--- config.mk ---
export PLATFORM = sky130hd
export DESIGN_NAME = multiplexed_seven_segment_decimal_top
export DESIGN_NICKNAME = d
export VERILOG_FILES = /design/src/rtl/mssd_pkg.sv /design/src/rtl/multiplexed_seven_segment_decimal_top.sv
export SDC_FILE = /design/constraint.sdc
export NUM_CORES = 1
export LEC_CHECK = 0
export BUFFER_PORTS_ARGS = -buffer_cell sky130_fd_sc_hd__buf_4
export CORE_AREA = 4 4 96 167
export DETAILED_ROUTE_END_ITERATION = 12
export DIE_AREA = 0 0 100 171
export PLACE_DENSITY = 0.8
export SLEW_MARGIN = 30
export SYNTH_ARGS = -nofsm -noshare
export SYNTH_HDL_FRONTEND = slang
export SYNTH_SLANG_ARGS = --single-unit
--- constraint.sdc ---
create_clock -name clk -period 10.1 [get_ports clk]
set_input_delay 2.02 -clock clk [delete_from_list [all_inputs] [get_ports clk]]
set_output_delay 2.02 -clock clk [all_outputs]
set_load 0.01 [all_outputs]
--- src/rtl/mssd_pkg.sv ---
// Package for the multiplexed seven-segment decimal driver: widths, codes, types and helpers.
package mssd_pkg;

	// Input value width and BCD width (five digits cover 0..65535)
	localparam int VAL_W      = 16;
	localparam int BCD_DIGITS = 5;
	localparam int BCD_W      = 4 * BCD_DIGITS;
	localparam int WORD_W     = BCD_W + VAL_W;

	// Double-dabble shift steps done in each conversion stage
	localparam int STEPS_PER_STAGE = 4;

	// Display geometry
	localparam int SEL_W  = 4;
	localparam int SEG_W  = 7;
	localparam int TDATA_W = 16;

	// Active-low digit select codes
	localparam logic [SEL_W-1:0] SEL_UNITS     = 4'hE;
	localparam logic [SEL_W-1:0] SEL_TENS      = 4'hD;
	localparam logic [SEL_W-1:0] SEL_HUNDREDS  = 4'hB;
	localparam logic [SEL_W-1:0] SEL_THOUSANDS = 4'h7;

	// Segment pattern when nothing is lit
	localparam logic [SEG_W-1:0] SEG_BLANK = 7'h00;

	// Converted item waiting to be shown: one pattern per digit, units first
	typedef struct packed {
		logic [3:0][SEG_W-1:0] shapes;
		logic [1:0]            last_idx;
	} disp_t;

	// Segment shape of a decimal digit; blank for anything above nine
	function automatic logic [SEG_W-1:0] seg_shape(input logic [3:0] d);
		logic [SEG_W-1:0] s;
		case (d)
			4'd0: s = 7'h3F;
			4'd1: s = 7'h06;
			4'd2: s = 7'h5B;
			4'd3: s = 7'h4F;
			4'd4: s = 7'h66;
			4'd5: s = 7'h6D;
			4'd6: s = 7'h7D;
			4'd7: s = 7'h07;
			4'd8: s = 7'h7F;
			4'd9: s = 7'h6F;
			default: s = SEG_BLANK;
		endcase
		return s;
	endfunction

	// A few double-dabble steps: {bcd, binary} word, binary shifts out of the top
	function automatic logic [WORD_W-1:0] dd_steps(input logic [WORD_W-1:0] w_in);
		logic [WORD_W-1:0] w;
		logic [3:0]        nib;
		w = w_in;
		for (int s = 0; s < STEPS_PER_STAGE; s++) begin
			for (int n = 0; n < BCD_DIGITS; n++) begin
				nib = w[VAL_W + 4*n +: 4];
				if (nib >= 4'd5) begin
					w[VAL_W + 4*n +: 4] = nib + 4'd3;
				end
			end
			w = {w[WORD_W-2:0], 1'b0};
		end
		return w;
	endfunction

endpackage

--- src/rtl/multiplexed_seven_segment_decimal_top.sv ---
// Multiplexed seven-segment decimal driver: pipelined binary to BCD and frame serialiser.
//
// Each 16-bit value on the slave stream is converted to decimal and sent out as one frame per
// shown digit, units first, on the master stream; leading zeros are blanked, so a value gives
// one to four frames and the final one carries tlast. A thousands count above nine (values over
// 9999) gives a frame with all segments off. The conversion runs through four register stages of
// four shift-and-correct steps each, then a frame register. The frame register sends one frame
// per cycle while m_tready is high, and the next value follows straight after its last frame;
// up to four further values sit in the conversion stages meanwhile.
module multiplexed_seven_segment_decimal_top (
	input  logic                         clk,
	input  logic                         arst_n,
	input  logic                         s_tvalid,
	output logic                         s_tready,
	input  logic [mssd_pkg::VAL_W-1:0]   s_tdata,   // [15:0] value
	output logic                         m_tvalid,
	input  logic                         m_tready,
	output logic [mssd_pkg::TDATA_W-1:0] m_tdata,   // [3:0] digit_select_n, [10:4] segments, rest 0
	output logic                         m_tlast
);

	localparam int W = mssd_pkg::WORD_W;

	logic         vld_s1, vld_s2, vld_s3, vld_s4;
	logic [W-1:0] w_s1, w_s2, w_s3, w_s4;
	logic         rdy_in1, rdy_in2, rdy_in3, rdy_in4, rdy_in5;

	logic                   hold_vld_q;
	logic [1:0]             idx_q;
	mssd_pkg::disp_t        disp_q;
	mssd_pkg::disp_t        disp_load;
	logic [mssd_pkg::BCD_W-1:0] bcd;
	logic                   frame_last;

	// Ready chain: a stage takes an item when empty or when it empties this cycle
	assign frame_last = (idx_q == disp_q.last_idx);
	assign rdy_in5    = !hold_vld_q || (m_tready && frame_last);
	assign rdy_in4    = !vld_s4 || rdy_in5;
	assign rdy_in3    = !vld_s3 || rdy_in4;
	assign rdy_in2    = !vld_s2 || rdy_in3;
	assign rdy_in1    = !vld_s1 || rdy_in2;
	assign s_tready   = rdy_in1;

	// Conversion stage valid bits
	always_ff @(posedge clk or negedge arst_n) begin
		if (!arst_n) begin
			vld_s1 <= 1'b0;
			vld_s2 <= 1'b0;
			vld_s3 <= 1'b0;
			vld_s4 <= 1'b0;
		end else begin
			if (rdy_in1) vld_s1 <= s_tvalid;
			if (rdy_in2) vld_s2 <= vld_s1;
			if (rdy_in3) vld_s3 <= vld_s2;
			if (rdy_in4) vld_s4 <= vld_s3;
		end
	end

	// Conversion stage payload: four double-dabble steps per stage
	always_ff @(posedge clk) begin
		if (rdy_in1 && s_tvalid) begin
			w_s1 <= mssd_pkg::dd_steps({{mssd_pkg::BCD_W{1'b0}}, s_tdata});
		end
		if (rdy_in2 && vld_s1) w_s2 <= mssd_pkg::dd_steps(w_s1);
		if (rdy_in3 && vld_s2) w_s3 <= mssd_pkg::dd_steps(w_s2);
		if (rdy_in4 && vld_s3) w_s4 <= mssd_pkg::dd_steps(w_s3);
	end

	// Shapes and frame count from the finished BCD digits
	assign bcd = w_s4[W-1 -: mssd_pkg::BCD_W];
	always_comb begin
		disp_load.shapes[0] = mssd_pkg::seg_shape(bcd[3:0]);
		disp_load.shapes[1] = mssd_pkg::seg_shape(bcd[7:4]);
		disp_load.shapes[2] = mssd_pkg::seg_shape(bcd[11:8]);
		// thousands count of ten or more has no shape
		disp_load.shapes[3] = (bcd[19:16] != 4'd0) ? mssd_pkg::SEG_BLANK
		                                             : mssd_pkg::seg_shape(bcd[15:12]);
		if (bcd[19:12] != 8'd0) begin
			disp_load.last_idx = 2'd3;
		end else if (bcd[11:8] != 4'd0) begin
			disp_load.last_idx = 2'd2;
		end else if (bcd[7:4] != 4'd0) begin
			disp_load.last_idx = 2'd1;
		end else begin
			disp_load.last_idx = 2'd0;
		end
	end

	// Frame register control: load a new item when empty or after the last frame goes, else step the digit on tready
	always_ff @(posedge clk or negedge arst_n) begin
		if (!arst_n) begin
			hold_vld_q <= 1'b0;
			idx_q      <= 2'd0;
		end else if (rdy_in5) begin
			hold_vld_q <= vld_s4;
			idx_q      <= 2'd0;
		end else if (m_tready) begin
			idx_q <= idx_q + 2'd1;
		end
	end

	// Frame register payload
	always_ff @(posedge clk) begin
		if (rdy_in5 && vld_s4) begin
			disp_q <= disp_load;
		end
	end

	// Frame fields
	assign m_tvalid = hold_vld_q;
	assign m_tlast  = frame_last;
	assign m_tdata  = {{(mssd_pkg::TDATA_W - mssd_pkg::SEG_W - mssd_pkg::SEL_W){1'b0}},
	                   disp_q.shapes[idx_q],
	                   ~(4'b0001 << idx_q)};

	// The thousands frame always closes its item
	a_thousands_last: assert property (@(posedge clk) disable iff (!arst_n)
		m_tvalid && (m_tdata[3:0] == mssd_pkg::SEL_THOUSANDS) |-> m_tlast)
		else $error("thousands frame not marked last");

	// Frames of one item follow each other with no gap
	a_frames_contiguous: assert property (@(posedge clk) disable iff (!arst_n)
		m_tvalid && m_tready && !m_tlast |=> m_tvalid)
		else $error("gap inside an item's frames");

	// Blank segments only on the thousands frame
	a_blank_thousands: assert property (@(posedge clk) disable iff (!arst_n)
		m_tvalid && (m_tdata[10:4] == mssd_pkg::SEG_BLANK)
		|-> (m_tdata[3:0] == mssd_pkg::SEL_THOUSANDS))
		else $error("blank segments on a lower digit");

	// Exactly one digit enabled
	a_select_onehot: assert property (@(posedge clk) disable iff (!arst_n)
		m_tvalid |-> $onehot(~m_tdata[3:0]))
		else $error("digit select not one-hot");

endmodule

* Word-level counts from Yosys, hierarchy flattened
Memory sizes are Yosys's and may differ from the RTL's. A register that Yosys moved wholly into a read port is not among the register bits. Index checks and enable logic that the tools add are counted. Widths: inputs -> output; s select.
Word-level totals: register bits after elaboration 98, word-level logic and storage cells 263, memories kept 4, output and inout bits 19, input bits 20, memory bits (read-only) 448
Operators by class: shifts and indexed selects 1, magnitude comparators 58, equal/unequal tests 1, add/subtract/negate cells 58, reductions and logical operators 22, multiplexer cells 105, bitwise operators 1
Memories:
- (name not given) | words 16, bits a word 7, rd ports 1, clocked after memory_dff 1, write ports 0, RTL line mssd_pkg.sv:36 | case (d)
- (name not given) | words 16, bits a word 7, rd ports 1, clocked after memory_dff 1, write ports 0, RTL line mssd_pkg.sv:36
- (name not given) | words 16, bits a word 7, rd ports 1, clocked after memory_dff 1, write ports 0, RTL line mssd_pkg.sv:36
- (name not given) | words 16, bits a word 7, rd ports 1, clocked after memory_dff 1, write ports 0, RTL line mssd_pkg.sv:36
Operators by type and width (count):
- $mux 4 | 80
- $ge 4x3->1 const B | 55
- $add 4x2->4 const B | 45
- $mux 3 | 19
- $add 3x2->3 const B | 10
- $bmux 7 s2 | 1
- $reduce_bool 4->1 | 3
- $reduce_bool 8->1 | 1
- $mux 7 | 1
- $logic_and 1x1->1 | 6
- $logic_not 1->1 | 5
- $logic_or 1x1->1 | 5
- $add 3x2->4 const B | 1
- $mux 2 | 2
- $not 4->4 | 1
- $shl 1x2->4 const A | 1
- $add 1x2->3 const B | 1
- $ge 1x3->1 const B | 1
- $ge 3x3->1 const B | 1
- $lt 2x3->1 const B | 1
- $add 2x1->2 const B | 1
- $eq 2x2->1 | 1
- $mux 1 | 2
- $reduce_bool 2->1 | 1
- $reduce_or 2->1 | 1

* Longest topological paths before layout
Gate-level depths: netlist of run 1.
depth in word-level cells 16, mapped depth 20, depth with buffers taken out 20

* Worst setup path before layout of run 1
OpenSTA, ideal clock, no wires.
path kind in2out, start point input port m_tready, end point output port s_tready, path buffers 0, setup slack 5.348 ns, data required time 8.080 ns, data arrival time 2.732 ns, stages on the path 4, cell sequence a21boi_0 and2_1 and3_1 nand2_1
On the way: word-level cells in the longest chain between the ends 6
Ends and longest elaborated chain:
- start: declaration | RTL line multiplexed_seven_segment_decimal_top.sv:17 | input logic m_tready,
- $logic_and 1x1->1 | RTL line multiplexed_seven_segment_decimal_top.sv:37 | assign rdy_in5 = !hold_vld_q || (m_tready && frame_last);
- $logic_or 1x1->1 | RTL line multiplexed_seven_segment_decimal_top.sv:37
- $logic_or 1x1->1 | RTL line multiplexed_seven_segment_decimal_top.sv:38 | assign rdy_in4 = !vld_s4 || rdy_in5;
- $logic_or 1x1->1 | RTL line multiplexed_seven_segment_decimal_top.sv:39 | assign rdy_in3 = !vld_s3 || rdy_in4;
- $logic_or 1x1->1 | RTL line multiplexed_seven_segment_decimal_top.sv:40 | assign rdy_in2 = !vld_s2 || rdy_in3;
- $logic_or 1x1->1 | RTL line multiplexed_seven_segment_decimal_top.sv:41 | assign rdy_in1 = !vld_s1 || rdy_in2;
- end: declaration | RTL line multiplexed_seven_segment_decimal_top.sv:14 | output logic s_tready,
Every way passes these cells.

* Final worst setup path of run 1
Ends and elaborated chain as after synthesis.

==> results of run 1 <==
==> metrics by stage <==
stage / utilization, % / setup slack, ns / instance area (µm²)
floorplan: - / 5.35 / 8690
global placement: 61.3 / 4.79 / 9000
detailed placement: 61.3 / 4.76 / 9000
CTS: 63.2 / 4.74 / 9280
global route: 63.3 / 4.64 / 9300
finish: 63.3 / 4.79 / 9300
==> registers in the layout, indices dropped and copies added (netlist names) <==
signal	count
vld_s3	1
m_tvalid	1
vld_s4	1
w_s1	17
disp_q	30
w_s2	18
w_s3	19
w_s4	20
vld_s2	1
idx_q	2
vld_s1	1
==> critical path: cells and delay by family <==
| family | cells | cell delay (ns) |
|---|---|---|
| AND/OR/NAND/NOR | 3 | 0.54 |
| buffers and inverters | 2 | 0.27 |
| AO/OA/AOI/OAI | 1 | 0.44 |
==> cell type report <==
class / count / area, µm²
clock buffers: 9 / 225
well taps: 183 / 229
fillers: 1217 / 5400
flip-flops and latches: 111 / 3300
inverters: 59 / 224
multi-input cells: 710 / 4980
clock inverters: 7 / 55.1
repair buffers: 38 / 283
==> cells by family (layout without fill, tap and decap cells) <==
kind of cell / count (synthesis) / after routing / synth area share [%]
DFF: 111 / 111 / 38.0
and+or+nand+nor: 264 / 264 / 15.0
xor gates and xnor gates: 37 / 37 / 4.43
other: 1 / 5 / 0.0432
buffers and inverters: 100 / 113 / 4.87
AOI/OAI and AO/OA: 311 / 311 / 23.9
adders and majority gates: 62 / 62 / 8.94
muxes: 31 / 31 / 4.77
==> cells in the mapped netlist, types with 11 or more instances <==
library cell  count
edfxtp_1        104
nand2_1          77
o21ai_0          75
ha_1             62
a21oi_1          60
nor2_1           60
inv_1            53
clkbuf_1         26
xnor2_1          25
nand2b_1         23
nor3_1           22
o22ai_1          18
mux2i_1          17
nand3_1          15
and2_1           14
a211oi_1         13
a31oi_1          13
o211ai_1         13
buf_4            11
nor2b_1          11
o21ai_1          11
==> power by group <==
part           switching (W)  internal, W  total, W  leakage, nW
Clock               0.000169     0.000171  0.000339        0.138
Sequential         0.0000854     0.000657  0.000742         1.02
Combinational       0.000820     0.000611   0.00143         2.40
Total                0.00107      0.00144   0.00251         3.56
==> per-layer routing <==
layer | vias to the layer above | global-route usage, % | share of wire [%]
met5 | - | 0 | 0
met4 | 0 | 6.74 | 1.8
met3 | 21 | 2.08 | 2.2
met2 | 110 | 39.8 | 59
met1 | 3074 | 18.5 | 37
li1 | 3413 | - | -
==> path summary, 6_finish.rpt <==
kind | slack (ns) | cells past startpoint | end | from
min in group asynchronous | 1.47 | 1 | vld_s1 | arst_n
setup reg to reg | 5.56 | 14 | w_s3[23] | w_s2[16]
max in group asynchronous | 8.50 | 1 | idx_q[0] | arst_n
hold reg to reg | 0.42 | 0 | w_s4[16] | w_s3[12]
setup / recovery | 4.79 | 6 | s_tready | m_tready
hold / removal | 0.42 | 0 | w_s4[16] | w_s3[12]
==> key figures, run 1 <==
Power and ir drop
  • Peak supply drop: 137 µV
  • Pleak: 3.56 nW
  • Final Power: 0.00251 W
  • PwrDens: 270 mW/mm²

GRT
  • Initial antenna violation count: 0
  • Largest net degree at the start of global routing: 31
  • First-pass GRT wire length: 27200 µm
  • GRT Util Overall: 19.1%
  • Grt ovf: 0
  • Vias in the first global route: 6296

Yosys
  • Post-synth EDFFs: 104
  • Most used DFF post-synth: edfxtp_1
  • Area share of the largest cell type after synthesis: 36.0%
  • Post-synthesis cell type count: 83
  • Synthesis-stage register bit count: 111
  • Top post-synthesis cells by area: edfxtp_1 (36%), ha_1 (8.9%), o21ai_0 (4.3%)
  • Mapped Area: 0.00868 mm²
  • Avg Cell Area, Syn: 9.46 µm²
  • Sequential cell area fraction in the yosys report: 38.0%
  • Post-synthesis instance total: 917
  • Top cell type by total area after synthesis: edfxtp_1
  • Warnings from Yosys: 0
  • Async set or reset register ratio after synthesis: 6.31%

Clocking
  • CTS tree: done
  • Clk root buf: clkbuf_16
  • CTS HTree Levels: 3
  • Worst-path clk slew: 0.07 ns
  • # clock sinks: 111
  • Number of CTS-inserted buffers: 9
  • Postcts setup bufs: 0
  • Max Root-Sink Buffers: 2
  • Clock latency on the worst-skew pair: 0.35 ns
  • CTS Hold Buffers Added: 0
  • Post-cts repair resize count: 0

Critical path
  • Crit path required time: 8.08 ns
  • Largest fanout on the critical path: 5
  • WS Path Type: in -> out
  • CP dominant cell by count: buf_4
  • Slowest stage cell, crit path: a21boi_0
  • Crit-path cells: buf_4 > a21boi_0 > and2_1 > and3_1 > nand2_1 > buf_4
  • Arr. time, crit path: 3.29 ns
  • Crit start category: primary input
  • Max incr delay on CP: 0.44 ns
  • CP endpoint kind: primary output

Route
  • Vias: 6618
  • Antenna viol nets, final: 0
  • Initial DRC Count: 220
  • Drt drc: 0
  • Via density: 5.92
  • Drt first pass iters: 5
  • Drt wl/cell: 14.2 µm
  • WL final: 15800 µm

Run
  • Max-Cap Viols: 0

Layout
  • Layout overhead on the synthesized area: 7.14%
  • Commonest non-fill, non-tap cell in the layout: edfxtp_1
  • Layout cells sized above 1: 13.0%
  • Diode count: 0
  • Final nets: 1011
  • Most frequent cells in the layout: edfxtp_1 (104), nand2_1 (77), o21ai_0 (75)
  • Finished Layout Cells: 1117

Timing
  • Slew headroom: 40.7%
  • RSZ-0062 raised after global routing: no
  • Min Hold Slack: 0.422 ns
  • Post-layout min period: 5.31 ns
  • Setup_tns: 0 ns
  • Max Slew Vio Count: 0
  • Timing-limited maximum frequency: 188 MHz
  • Worst-Margin Slew: 0.889 ns
  • Fin. Hold Viols: 0
  • Setup Viol. Count Final: 0
  • Setup Skew: 0.0120 ns
  • Period utilisation layout: 52.5%

Hold path
  • Hold Path Class: reg -> reg

Die
  • Die area: 0.0171 mm²
  • Die Width: 100 µm
  • Die H: 171 µm
  • Floorplan row count: 59
  • Ports: 39
  • Core area: 0.0147 mm²
  • Starting Density: 59.1%

Place
  • Detailed Place HPWL: 12300 µm
  • Port bufs: 33
  • Placer Congestion: 0.871
  • Inst Count DP: 1100

Status
  • Status: finished, final reports clean
Power figures use the tool's default switching activity.
==> inputs of run 2 (changes only) <==
--- a/config.mk
+++ b/config.mk
@@ -5,10 +5,11 @@
 export SDC_FILE = /design/constraint.sdc
 export NUM_CORES = 1
 export LEC_CHECK = 0
+export ABC_AREA = 1
 export BUFFER_PORTS_ARGS = -buffer_cell sky130_fd_sc_hd__buf_4
-export CORE_AREA = 4 4 96 167
+export CORE_AREA = 4 4 95 164
 export DETAILED_ROUTE_END_ITERATION = 12
-export DIE_AREA = 0 0 100 171
+export DIE_AREA = 0 0 99 168
 export PLACE_DENSITY = 0.8
 export SLEW_MARGIN = 30
 export SYNTH_ARGS = -nofsm -noshare
==> constraint.sdc (replaced) <==
create_clock -name clk -period 4.37 [get_ports clk]
set_input_delay 0.874 -clock clk [delete_from_list [all_inputs] [get_ports clk]]
set_output_delay 0.874 -clock clk [all_outputs]
set_load 0.01 [all_outputs]
==> run 2 against run 1 <==
Sequential power rose by 130%; die area fell by 2.7%; critical path depth rose by 14; register-to-register slack got worse by 4.6 ns; critical path type is now reg -> reg; largest cell class unchanged; largest power group unchanged.
==> key figures, run 2 <==
Critical path
  • Cells on worst reg2reg path: 20
  • FF-to-FF End: w_s2[21]
  • Largest fanout on the critical path: 5
  • Arr. time, crit path: 3.56 ns
  • Crit-path leading delay family: simple AND/OR/NAND/NOR gates
  • WS Path Type: reg -> reg
  • CP endpoint kind: register
  • Crit start category: register
  • Max incr delay on CP: 0.40 ns
  • CP dominant cell by count: inv_1
  • Crit-path cells: inv_1 > ha_1 > inv_1 > nand2_2 > nand3_4 > xor2_2 > ha_1 > inv_1 > o21ai_2 > nand2_4 > inv_1 > o21ai_0 > ha_1 > a21oi_1 > xor2_1 > nand2_2 > nand2_2 > nand2_1 > nand2_1 > nand2_1
  • Flop2flop setup slack: 0.93 ns
  • Reg-to-Reg Start: w_s1[16]
  • Critical path buffers and inverters: 4
  • Crit path required time: 4.48 ns
  • Slowest stage cell, crit path: edfxtp_1

Timing
  • Timing-limited maximum frequency: 290 MHz
  • Post-layout min period: 3.44 ns
  • Setup Skew: 0.0105 ns
  • Slew headroom: 48.7%
  • Period utilisation layout: 78.8%
  • Setup_tns: 0 ns
  • RSZ-0062 raised after global routing: no
  • Fin. Hold Viols: 0
  • Min Hold Slack: 0.314 ns
  • Worst-Margin Slew: 0.769 ns
  • Setup Viol. Count Final: 0
  • Max Slew Vio Count: 0

Layout
  • Layout cells sized above 1: 15.0%
  • Largest reg by FF count: disp_q
  • Layout overhead on the synthesized area: 9.63%
  • Final nets: 1107
  • Most frequent cells in the layout: nand2_1 (268), inv_1 (168), edfxtp_1 (104)
  • Diode count: 0
  • Commonest non-fill, non-tap cell in the layout: nand2_1
  • Fillers: 1181
  • Biggest regs: disp_q: 30 flops, w_s4: 20 flops, w_s3: 19 flops
  • Final Core Density: 61.4%
  • Max reg flops: 30
  • Finished Layout Cells: 1210

Die
  • Ports: 39
  • Floorplan row count: 58
  • Die Width: 99 µm
  • Core area: 0.0143 mm²
  • Die area: 0.0166 mm²
  • Die H: 168 µm
  • Starting Density: 56.0%

Place
  • Placer Congestion: 0.832
  • Inst Count DP: 1194
  • Port bufs: 33
  • Detailed Place HPWL: 11000 µm

Power and ir drop
  • PwrDens: 674 mW/mm²
  • Peak supply drop: 319 µV
  • Pleak: 4.40 nW
  • Final Power: 0.00591 W

Clocking
  • CTS Hold Buffers Added: 0
  • Number of CTS-inserted buffers: 9
  • CTS HTree Levels: 3
  • Worst-path clk slew: 0.08 ns
  • Post-cts repair resize count: 0
  • Clk root buf: clkbuf_16
  • CTS tree: done
  • Clock latency on the worst-skew pair: 0.35 ns
  • Max Root-Sink Buffers: 2
  • # clock sinks: 111
  • Postcts setup bufs: 0

GRT
  • Initial antenna violation count: 0
  • First-pass GRT wire length: 23600 µm
  • GRT Util Overall: 17.0%
  • Grt ovf: 0
  • Largest net degree at the start of global routing: 31
  • Vias in the first global route: 5996

Yosys
  • Top cell type by total area after synthesis: edfxtp_1
  • Avg Cell Area, Syn: 8.15 µm²
  • Warnings from Yosys: 0
  • Area share of the largest cell type after synthesis: 39.0%
  • Post-synth EDFFs: 104
  • Most common cell in the netlist: nand2_1
  • Async set or reset register ratio after synthesis: 6.31%
  • Post-synthesis instance total: 982
  • Most frequent cells after synthesis: nand2_1 (268), inv_1 (168), edfxtp_1 (104)
  • Sequential cell area fraction in the yosys report: 41.2%
  • Synthesis-stage register bit count: 111
  • Mapped Area: 0.00801 mm²
  • Top post-synthesis cells by area: edfxtp_1 (39%), nand2_1 (13%), ha_1 (9.7%)
  • Post-synthesis cell type count: 46
  • Most used DFF post-synth: edfxtp_1

Run
  • Max-Cap Viols: 0

Status
  • Status: finished, final reports clean

Route
  • WL final: 13400 µm
  • Drt first pass iters: 4
  • Via density: 5.07
  • Initial DRC Count: 199
  • Antenna viol nets, final: 0
  • Drt drc: 0
  • Vias: 6138
  • Drt wl/cell: 11.0 µm

Hold path
  • Hold Path Class: in -> async
-- run 2: changes by cell type after synthesis, sizes merged, moves of 25 or more --
| cell | previous run | this run |
|---|---|---|
| nand2b | 25 | 0 |
| nand3 | 15 | 86 |
| nand2 | 77 | 314 |
| a21oi | 72 | 19 |
| clkbuf | 27 | 1 |
| inv | 56 | 176 |
| o21ai | 90 | 64 |
| xnor2 | 32 | 5 |
-- run 2: layout make-up --
| cell class | count | area, µm² | share of cell area (%) |
|---|---|---|---|
| multi-input cells | 690 | 4010 | 45.7 |
| flip-flops and latches | 111 | 3300 | 37.6 |
| well taps | 180 | 225 | 2.57 |
| inverters | 177 | 664 | 7.57 |
| repair buffers | 36 | 270 | 3.08 |
| clock inverters | 6 | 78.8 | 0.898 |
| clock buffers | 10 | 229 | 2.61 |
-- run 2: kinds of logic (layout without fill, tap and decap cells) --
| group | Yosys count | in the layout | share of synthesized area (%) |
|---|---|---|---|
| multiplexers | 1 | 1 | 0.125 |
| other | 1 | 5 | 0.0468 |
| AO/OA/AOI/OAI | 111 | 111 | 8.33 |
| AND/OR/NAND/NOR | 488 | 488 | 28.4 |
| XOR/XNOR | 23 | 23 | 3.27 |
| flip-flops | 111 | 111 | 41.2 |
| adder cells (fa/ha/maj) | 62 | 62 | 9.69 |
| buffers and inverters | 185 | 229 | 8.92 |
-- run 2: metrics by stage --
stage / cell area (µm²) / setup WS [ns]
finish: 8780 / 0.927
global placement: 8470 / 1.09
global route: 8780 / 0.599
detailed placement: 8470 / 0.929
CTS: 8780 / 0.918
floorplan: 8020 / 1.29
-- run 2: how the worst max path moves through the flow --
stage,cells after the start,endpoint,slack (ns),start
after floorplan,20,w_s2[21],1.29,w_s1[16]
after global placement,20,w_s2[22],1.09,w_s1[16]
after detailed placement,20,w_s2[21],0.93,w_s1[16]
after CTS,20,w_s2[21],0.92,w_s1[16]
after global routing,20,w_s2[21],0.60,w_s1[16]
final,20,w_s2[21],0.93,w_s1[16]
-- run 2: where the power goes --
| group | internal (W) | switching, W |
|---|---|---|
| clock | 0.000454 | 0.000382 |
| combinational | 0.00122 | 0.00217 |
| sequential | 0.00156 | 0.000131 |
-- run 2: per-layer routing --
layer / GRT usage, % / share of wire [%]
met1: 14.3 / 33
met2: 37.3 / 63
met3: 2.57 / 1.7
met4: 5.83 / 2.1
met5: 0 / 0
